`src/rtl/core/hga_ram.sv`:
```
// Generic single-write, single-read RAM with registered read data.
module hga_ram #(
    parameter int WIDTH = 8,
    parameter int DEPTH = 16
) (
    input  logic                     aclk,
    input  logic                     we,
    input  logic [$clog2(DEPTH)-1:0] waddr,
    input  logic [WIDTH-1:0]         wdata,
    input  logic [$clog2(DEPTH)-1:0] raddr,
    output logic [WIDTH-1:0]         rdata
);

    logic [WIDTH-1:0] mem [DEPTH];
    logic [WIDTH-1:0] rdata_reg;

    always_ff @(posedge aclk) begin
        if (we) begin
            mem[waddr] <= wdata;
        end
        rdata_reg <= mem[raddr];
    end

    assign rdata = rdata_reg;

endmodule

```
`config.mk`:
```
export PLATFORM = sky130hd
export DESIGN_NAME = hga_ram
export DESIGN_NICKNAME = d
export VERILOG_FILES = /design/src/rtl/core/hga_ram.sv
export SDC_FILE = /design/constraint.sdc
export NUM_CORES = 1
export LEC_CHECK = 0
export ABC_AREA = 1
export BUFFER_PORTS_ARGS = -buffer_cell sky130_fd_sc_hd__buf_2
export CORE_AREA = 2 2 101 103
export CTS_CLUSTER_SIZE = 24
export DETAILED_ROUTE_END_ITERATION = 16
export DIE_AREA = 0 0 103 105
export HOLD_SLACK_MARGIN = 0.05
export PLACE_DENSITY = 0.8
export SLEW_MARGIN = 0
export SYNTH_ARGS = -nofsm -noshare
export SYNTH_HDL_FRONTEND = slang
export SYNTH_SLANG_ARGS = --single-unit
export TNS_END_PERCENT = 50
```
`constraint.sdc`:
```
create_clock -name aclk -period 1.2 [get_ports aclk]
set_clock_uncertainty 0.05 [all_clocks]
set_input_delay 0.06 -clock aclk [delete_from_list [all_inputs] [get_ports aclk]]
set_output_delay 0.06 -clock aclk [all_outputs]
set_load 0.03 [all_outputs]
```
==> run_results.csv <==
group,metric,value,unit
critical_path,critPathKind,"reg2reg",
floorplanning,dieArea,10800,um^2
routing,drt_pre_antenna_iters,5,
logic_synthesis,synth_compound_area_share,0,%
pwr,powerDensity,1680,nW/um^2
grt,grt_max_degree,43,
final_layout,fin_cells,753,
floorplanning,initial_core_util,59.8,%
floorplanning,chipWidth,103,um
sta,timing.final.crit_share,98.5,%
critical_path,path_cells,"inv_1 -> nand2_1 -> nand3_1 -> nand3_1 -> nand3_1 -> nand2_1",
final_layout,multi_input_area,1210,um^2
sta,tightest_slew,0.374,ns
pwr,peakVddDrop,0.00188,V
logic_synthesis,synth.ff_latch_count,136,
logic_synthesis,muxShareOfSynthArea,0,%
final_layout,utilization,71.4,%
grt,gr-total-overflow,0,
logic_synthesis,yosysUniqueCellTypes,12,
placed_design,gp_congestion,0.883,
sta,rsz0062_at_grt,"false",
sta,whs,0.100,ns
clocking,cts_buffer_depth,2,
critical_path,rr_endpoint,"rdata[7]",
final_layout,largest_reg_flops,128,
clocking,cts_setup_buffers,0,
sta,setup_viol,0,
logic_synthesis,synth_top_family_by_area,"simple AND/OR/NAND/NOR gates",
grt,grt_pass1_wl,20.8,mm
logic_synthesis,yosysWarnings,0,
floorplanning,core_region_area,9640,um^2
logic_synthesis,syn_area,5770,um^2
worst_hold_path,hold_class,"in2reg",
routing,num_vias,4028,
sta,maxSlewViolCount,0,
final_layout,fill_cells,649,
pwr,power.total,11.6,mW
sta,setup_ws,0.0183,ns
final_layout,regArea,4010,um^2
critical_path,critPathLaunchType,"flop",
clocking,clk_latency,0.53,ns
clocking,root_buffer,"clkbuf_8",
logic_synthesis,synthAdderAreaFrac,0,%
grt,antenna_found_initial,0,
critical_path,setup.worst_path.end_class,"flop",
logic_synthesis,synth_xor_area_share,0,%
final_layout,stdcell_area,6880,um^2
grt,grt_pass1_vias,4045,
critical_path,crit_fanout,1,
routing,wire_per_inst,17.4,um
routing,totalWireLength,13.1,mm
sta,slew_headroom,75.0,%
clocking,cts_tree,"yes",
final_layout,diodes,0,
final_layout,layout.nets,625,
final_layout,syn_to_final_growth,19.3,%
clocking,htreeDepth,4,
clocking,cts_made_buffers,17,
floorplanning,fp.dieH,105,um
floorplanning,ios,26,
run_status,status,"complete, no violations",
job,maxCapViolCount,0,
placed_design,io_buffers,25,
critical_path,cp.required,1.56,ns
sta,tns,0,ns
logic_synthesis,syn-instance-count,551,
pwr,p_leak,3.01,nW
placed_design,placed_cell_area,6140,um^2
logic_synthesis,syn_avg_cell_area,10.5,um^2
logic_synthesis,ys_seq_area_share,69.4,%
placed_design,dp_hpwl,7.71,mm
grt,grtUsageTotal,26.7,%
placed_design,pre_cts_slack,0.0367,ns
final_layout,drive_gt1_share,13.9,%
sta,fmax,0.846,GHz
routing,route.detailed.drc,0,
final_layout,mostFrequentLayoutCells,"173 x nand2_1, 128 x edfxtp_1, 100 x inv_1",
sta,hold_viol_final,0,
critical_path,max_stage_delay,0.37,ns
critical_path,cp-startpoint,"mem[1][7]",
clocking,cts_sinks,136,
routing,vias_per_cell,5.35,
placed_design,dp_cells,711,
critical_path,slowest_stage,"edfxtp_1",
critical_path,r2r_slack,0.02,ns
critical_path,cp_common_cell,"nand3_1",
routing,ant_nets,0,
floorplanning,rows,36,
final_layout,layout_commonest_cell,"nand2_1",
logic_synthesis,synth_nets,569,
critical_path,r2r-start,"mem[1][7]",
sta,period_minus_slack,1.18,ns
critical_path,crit_arrival,1.54,ns
clocking,clkTransAtPathRegs,0.06,ns
logic_synthesis,synth-simple-area-share,21.0,%
routing,drtIter0Drc,439,
critical_path,crit_end,"rdata[7]",
critical_path,r2r_cells,6,
[layout make-up]
cell class / instances / share of cell area, %
Clock buffer: 19 / 6.42
Clock inverter: 13 / 2.84
Inverter: 102 / 5.56
Multi-Input combinational cell: 289 / 17.6
Sequential cell: 136 / 58.2
Tap cell: 133 / 2.42
Timing Repair Buffer: 61 / 6.93
[cell families after synthesis]
kind of cell / count (synthesis)
buffers and inverters: 126
flip-flops: 136
AND/OR/NAND/NOR: 289
[critical path, delay by kind of cell (launching register included)]
kind                   cells  cell delay (ns)
DFF                        1             0.37
and+or+nand+nor            5             0.57
buffers and inverters      1             0.08
[Yosys cell counts, drive strengths merged]
| cell type | number | area share (%) |
|---|---|---|
| nand3b | 2 | 0.26 |
| nand2 | 173 | 11 |
| buf | 24 | 2.9 |
| inv | 102 | 6.6 |
| nand3 | 97 | 8.4 |
| edfxtp | 128 | 67 |
| dfxtp | 8 | 2.8 |
| nor2 | 17 | 1.1 |
[metal layers]
layer  vias to the layer above  part of all wire [%]  wire length, um  global-route usage (%)
met5                         -                     0                0                       0
met4                         0                   3.3              438                    11.7
met3                        36                   7.0              923                    5.95
met2                       209                    52             6760                    42.8
met1                      1903                    38             4980                    34.8
li1                       1880                     -                -                       -
[power breakdown]
part	total, mW	leakage (nW)	switching, mW	internal (mW)
clock network	5.46	0.301	1.96	3.50
logic	0.770	1.49	0.530	0.240
registers	5.34	1.22	0.0315	5.31
total	11.6	3.01	2.52	9.06
[how the worst min path moves through the flow]
stage	startpoint	end	slack (ns)	depth (start not counted)
final	raddr[1]	rdata[6]	0.1	7
after global routing	raddr[1]	rdata[2]	0.15	7
after CTS	raddr[1]	rdata[6]	0.08	7
after detailed placement	raddr[3]	rdata[2]	0.38	3
after global placement	raddr[3]	rdata[7]	0.38	3
after floorplan	wdata[0]	mem[0][0]	0.11	0
[what timing repair did]
item,4_1_cts,5_1_grt
pin swaps,0,0
cloned,0,0
hold buffers,10,0
setup endpoints to repair,1,1
hold endpoints to repair,136,0
resized for setup,2,1
No activity file was read; power rests on OpenSTA's default activity.
