### config.mk
export PLATFORM = sky130hd
export DESIGN_NAME = hga_hash
export DESIGN_NICKNAME = d
export VERILOG_FILES = /design/src/rtl/core/hga_pkg.sv /design/src/rtl/core/hga_hash.sv
export SDC_FILE = /design/constraint.sdc
export NUM_CORES = 2
export LEC_CHECK = 0
export BUFFER_PORTS_ARGS = -buffer_cell sky130_fd_sc_hd__buf_4
export CORE_MARGIN = 1.5
export CORE_UTILIZATION = 35
export CTS_CLUSTER_SIZE = 8
export DETAILED_ROUTE_END_ITERATION = 10
export GPL_TIMING_DRIVEN = 0
export SETUP_SLACK_MARGIN = 0.05
export SKIP_LAST_GASP = 1
export SLEW_MARGIN = 0
export SYNTH_ARGS = -nofsm -noshare
export SYNTH_HDL_FRONTEND = slang
export SYNTH_SLANG_ARGS = --single-unit
### constraint.sdc
create_clock -name aclk -period 19.4 [get_ports aclk]
set_input_delay 0 -clock aclk [delete_from_list [all_inputs] [get_ports aclk]]
set_output_delay 0 -clock aclk [all_outputs]
set_load 0.02 [all_outputs]
### src/rtl/core/hga_pkg.sv
// Shared constants and types for the hash group-by aggregator.
package hga_pkg;

    localparam int TABLE_SLOTS  = 4096;
    localparam int LOAD_PERCENT = 72;
    localparam int SLOT_W       = $clog2(TABLE_SLOTS);
    localparam int USED_W       = SLOT_W + 1;
    // claiming is refused once used_slots reaches this value
    localparam int LOAD_LIMIT   = (TABLE_SLOTS * LOAD_PERCENT + 99) / 100 - 1;

    localparam logic [63:0] MIX_C0 = 64'h9e3779b97f4a7c15;
    localparam logic [63:0] MIX_C1 = 64'hbf58476d1ce4e5b9;
    localparam logic [63:0] MIX_C2 = 64'h94d049bb133111eb;

    localparam logic [30:0] SAT31     = 31'h7fffffff;
    localparam logic [14:0] ORDER_MAX = 15'h7fff;

    typedef struct packed {
        logic [30:0] cart_count;
        logic [31:0] pos_sum;
        logic [14:0] max_ord;
        logic [14:0] min_ord;
        logic [30:0] rebuy_cnt;
        logic [30:0] buy_cnt;
    } agg_t;

    localparam int AGG_W = $bits(agg_t);

    typedef struct packed {
        logic [30:0] cart_count;
        logic [31:0] pos_sum;
        logic [14:0] max_ord;
        logic [14:0] min_ord;
        logic [30:0] rebuy_cnt;
        logic [30:0] buy_cnt;
        logic [30:0] out_product;
        logic [30:0] out_customer;
        logic        entry_valid;
        logic        table_full;
        logic        new_entry;
        logic [11:0] slot;
    } res_t;

endpackage

### src/rtl/core/hga_hash.sv
// Multi-cycle splitmix64 finalizer built on one shared 32x32 multiplier.
module hga_hash
    import hga_pkg::*;
(
    input  logic              aclk,
    input  logic              aresetn,
    input  logic              start,
    input  logic [63:0]       key,
    output logic              done,
    output logic [SLOT_W-1:0] home
);

    logic [63:0]       v_reg, acc_reg, prod_reg;
    logic [63:0]       x, acc_next, cst, fin, mul_p;
    logic [31:0]       mul_a, mul_b;
    logic [2:0]        step_reg;
    logic              round_reg, busy_reg, done_reg;
    logic [SLOT_W-1:0] home_reg;

    assign x     = key + MIX_C0;
    assign cst   = round_reg ? MIX_C2 : MIX_C1;
    assign fin   = acc_reg ^ (acc_reg >> 31);
    assign mul_p = mul_a * mul_b;

    always_comb begin
        mul_a    = v_reg[31:0];
        mul_b    = cst[31:0];
        acc_next = acc_reg;
        case (step_reg)
            3'd2: begin
                mul_a    = v_reg[63:32];
                acc_next = prod_reg;
            end
            3'd3: begin
                mul_b    = cst[63:32];
                acc_next = acc_reg + {prod_reg[31:0], 32'd0};
            end
            3'd4: acc_next = acc_reg + {prod_reg[31:0], 32'd0};
            default: ;
        endcase
    end

    always_ff @(posedge aclk) begin
        if (!aresetn) begin
            step_reg  <= 3'd0;
            round_reg <= 1'b0;
            busy_reg  <= 1'b0;
            done_reg  <= 1'b0;
        end else begin
            done_reg <= 1'b0;
            if (start) begin
                v_reg     <= x ^ (x >> 30);
                step_reg  <= 3'd1;
                round_reg <= 1'b0;
                busy_reg  <= 1'b1;
            end else if (busy_reg) begin
                prod_reg <= mul_p;
                acc_reg  <= acc_next;
                if (step_reg == 3'd5) begin
                    if (!round_reg) begin
                        v_reg     <= acc_reg ^ (acc_reg >> 27);
                        round_reg <= 1'b1;
                        step_reg  <= 3'd1;
                    end else begin
                        home_reg <= fin[SLOT_W-1:0];
                        done_reg <= 1'b1;
                        busy_reg <= 1'b0;
                        step_reg <= 3'd0;
                    end
                end else begin
                    step_reg <= step_reg + 3'd1;
                end
            end
        end
    end

    assign done = done_reg;
    assign home = home_reg;

endmodule

==> out/metrics.yaml <==
global_routing:
  grt_pass1_wl_mm: 212
  antenna_found_initial: 5
  grt_usage_pct: 24.0
  grt_max_degree: 65
  grt_pass1_vias: 32100
  grt-ovfl-total: 0
timing:
  slew_violations: 0
  grt_setup_unrepaired: "no"
  worst_slew_pin_slew_ns: 1.43
  skew_ns: 0.0396
  timing.setup.tns_ns: 0
  setup_viol: 0
  hold_viol: 0
  fmax_mhz: 70.5
  timing.final.crit_share_pct: 73.1
  relSlewSlack_pct: 4.71
  min_period_ns: 14.19
routing:
  wl_mm: 144
  vias: 30800
  antenna_left: 0
  drtIter0Drc: 2907
  drc: 0
  dr.pass1.iters: 8
  post_drt_wl_per_cell_um: 24.4
  viasPerCell: 5.21
clocking:
  clk_latency_ns: 0.57
  tritoncts: "yes"
  htreeDepth: 1
  path_clk_slew_ns: 0.05
  cts_buffers: 30
  clock_sinks: 210
  cts-hold-fix-buffers: 16
  cts_resized: 0
  clock-root-buffer: "clkbuf_16"
  clk_path_buf_depth: 3
  postCtsSetupBuffers: 0
die:
  die_w_um: 349
  fp.dieH_um: 349
  ios: 80
  core-area_mm2: 0.118
  initial_core_util_pct: 35.4
  die-area_mm2: 0.122
  rows: 126
layout:
  nFillCells: 11900
  multi_input_area_mm2: 0.0314
  drive_gt1_share_pct: 4.66
  syn_to_final_growth_pct: 8.56
  layout.nets: 5623
  final-seq-area_mm2: 0.00625
worst_setup_path:
  ff2ff_path_depth: 34
  critPathKind: "flop to flop"
  crit_path_start_kind: "flop"
  cp_slowest_stage_delay_ns: 1.03
  critPathMaxFanout: 13
  end_kind: "flop"
  crit_slowest_cell: "clkbuf_1"
  required_ns: 19.71
  arrival_ns: 14.50
  crit_top_cell: "fa_1"
synth:
  netlist_instances: 4237
  synth_nets: 5495
  yosysWarnings: 0
  synth_flop_cell: "edfxtp_1"
  syn_area_per_cell_um2: 9.86
  ys_async_sr_fraction_pct: 0
  yosys.area.top_type_share_pct: 38.5
  synthTopCellsByArea: "fa_1 (39%), edfxtp_1 (15%), ha_1 (12%)"
  syn_area_mm2: 0.0418
  ys_seq_area_share_pct: 14.9
  synth_cell_type_count: 79
  yosysTopAreaCell: "fa_1"
  ys_ff_latch: 210
  synth-edff-count: 204
placed_design:
  gp_congestion: 0.996
  dp.final_hpwl_mm: 124
  port_buffers: 75
run_status:
  status: "complete, no violations"
run:
  maxCapViolations: 0
hold_path:
  hold_path.class: "input pin to flop"
  holdPathStages: 3
## synth_stat cells, types with 7 or more instances
master,instances
a211oi_1,17
a21boi_0,7
a21o_1,89
a21oi_1,140
a31oi_1,30
and2_1,95
and3_1,26
clkbuf_1,121
edfxtp_1,204
fa_1,804
ha_1,387
inv_1,994
mux2_2,33
mux2i_1,13
nand2_1,222
nand2b_1,86
nand3_1,26
nand4_1,23
nor2_1,288
nor2b_1,40
nor3_1,40
nor3b_1,10
nor4_1,9
o211ai_1,10
o21a_1,11
o21ai_0,92
o21ai_1,8
o21bai_1,21
o31ai_1,9
or2_2,29
or3_1,12
xnor2_1,121
xor2_1,110
## final cells by class
type | instances | share of cell area, %
flip-flops and latches | 210 | 13.8
multi-input cells | 2899 | 69.1
clock inverters | 3 | 0.0524
plain buffers | 126 | 1.05
clock buffers | 39 | 1.75
diodes | 1 | 0.00551
well taps | 1536 | 4.24
repair buffers | 96 | 1.76
inverters | 1002 | 8.29
## cells in the final DEF, fill, tap and decap left out, types with 17 or more instances in the layout
cell type	n
nand3_1	26
and2_1	95
nor2b_1	40
nand2_1	222
nor3_1	40
edfxtp_1	204
a21o_1	89
a21oi_1	139
buf_4	75
fa_1	804
inv_1	993
mux2_2	33
o21ai_0	92
a31oi_1	30
nand4_1	23
clkbuf_16	30
nor2_1	287
clkbuf_1	129
xnor2_1	121
o21bai_1	21
nand2b_1	86
or2_2	29
xor2_1	110
a211oi_1	17
ha_1	387
and3_1	26
## per-stage QoR
step                utilization [%]  cells  setup slack (ns)  area (um2)  hold slack (ns)
CTS                            38.4   5911              5.73       45400         0.000794
detailed placement             37.5   5853              5.75       44400            0.277
global route                   38.4   5911              5.07       45400          0.00185
global placement               37.5   5848              5.68       44300            0.263
finish                         38.4   5912              5.21       45400           0.0119
floorplan                         -   4237             10.12       41800            0.128
## critical path: cells and delay by family (launching register included)
family,cells,cell delay (ns)
AND/OR/NAND/NOR,4,0.82
buffers and inverters,12,4.33
AO/OA/AOI/OAI,6,2.09
flip-flops,1,0.31
XOR/XNOR,1,0.43
adder cells (fa/ha/maj),11,5.91
## path summary, 6_finish.rpt
path	slack (ns)	end	startpoint
max	5.21	prod_reg[63]	step_reg[0]
min	0.01	v_reg[49]	key[49]
max reg2reg	5.21	prod_reg[63]	step_reg[0]
min reg2reg	0.55	acc_reg[32]	prod_reg[32]
## layer usage
layer	vias up	wire [um]	track usage (%)	share of wire, %
met2	1390	64400	37.4	45
met5	-	0	0	0
met1	15600	58500	32.4	41
li1	13500	-	-	-
met3	303	12300	3.88	8.5
met4	0	8970	11.8	6.2
## kinds of logic after synthesis
| group | count (synthesis) | share of synthesized area, % |
|---|---|---|
| xor+xnor | 236 | 5.09 |
| compound gates | 495 | 7.65 |
| buf+inv | 1128 | 10.1 |
| flops | 210 | 14.9 |
| simple gates | 931 | 10.9 |
| fa+ha+maj | 1191 | 50.1 |
| mux | 46 | 1.20 |
Power is not shown: default switching activity piles up to over one toggle a cycle in this logic, so the estimate is an artifact.
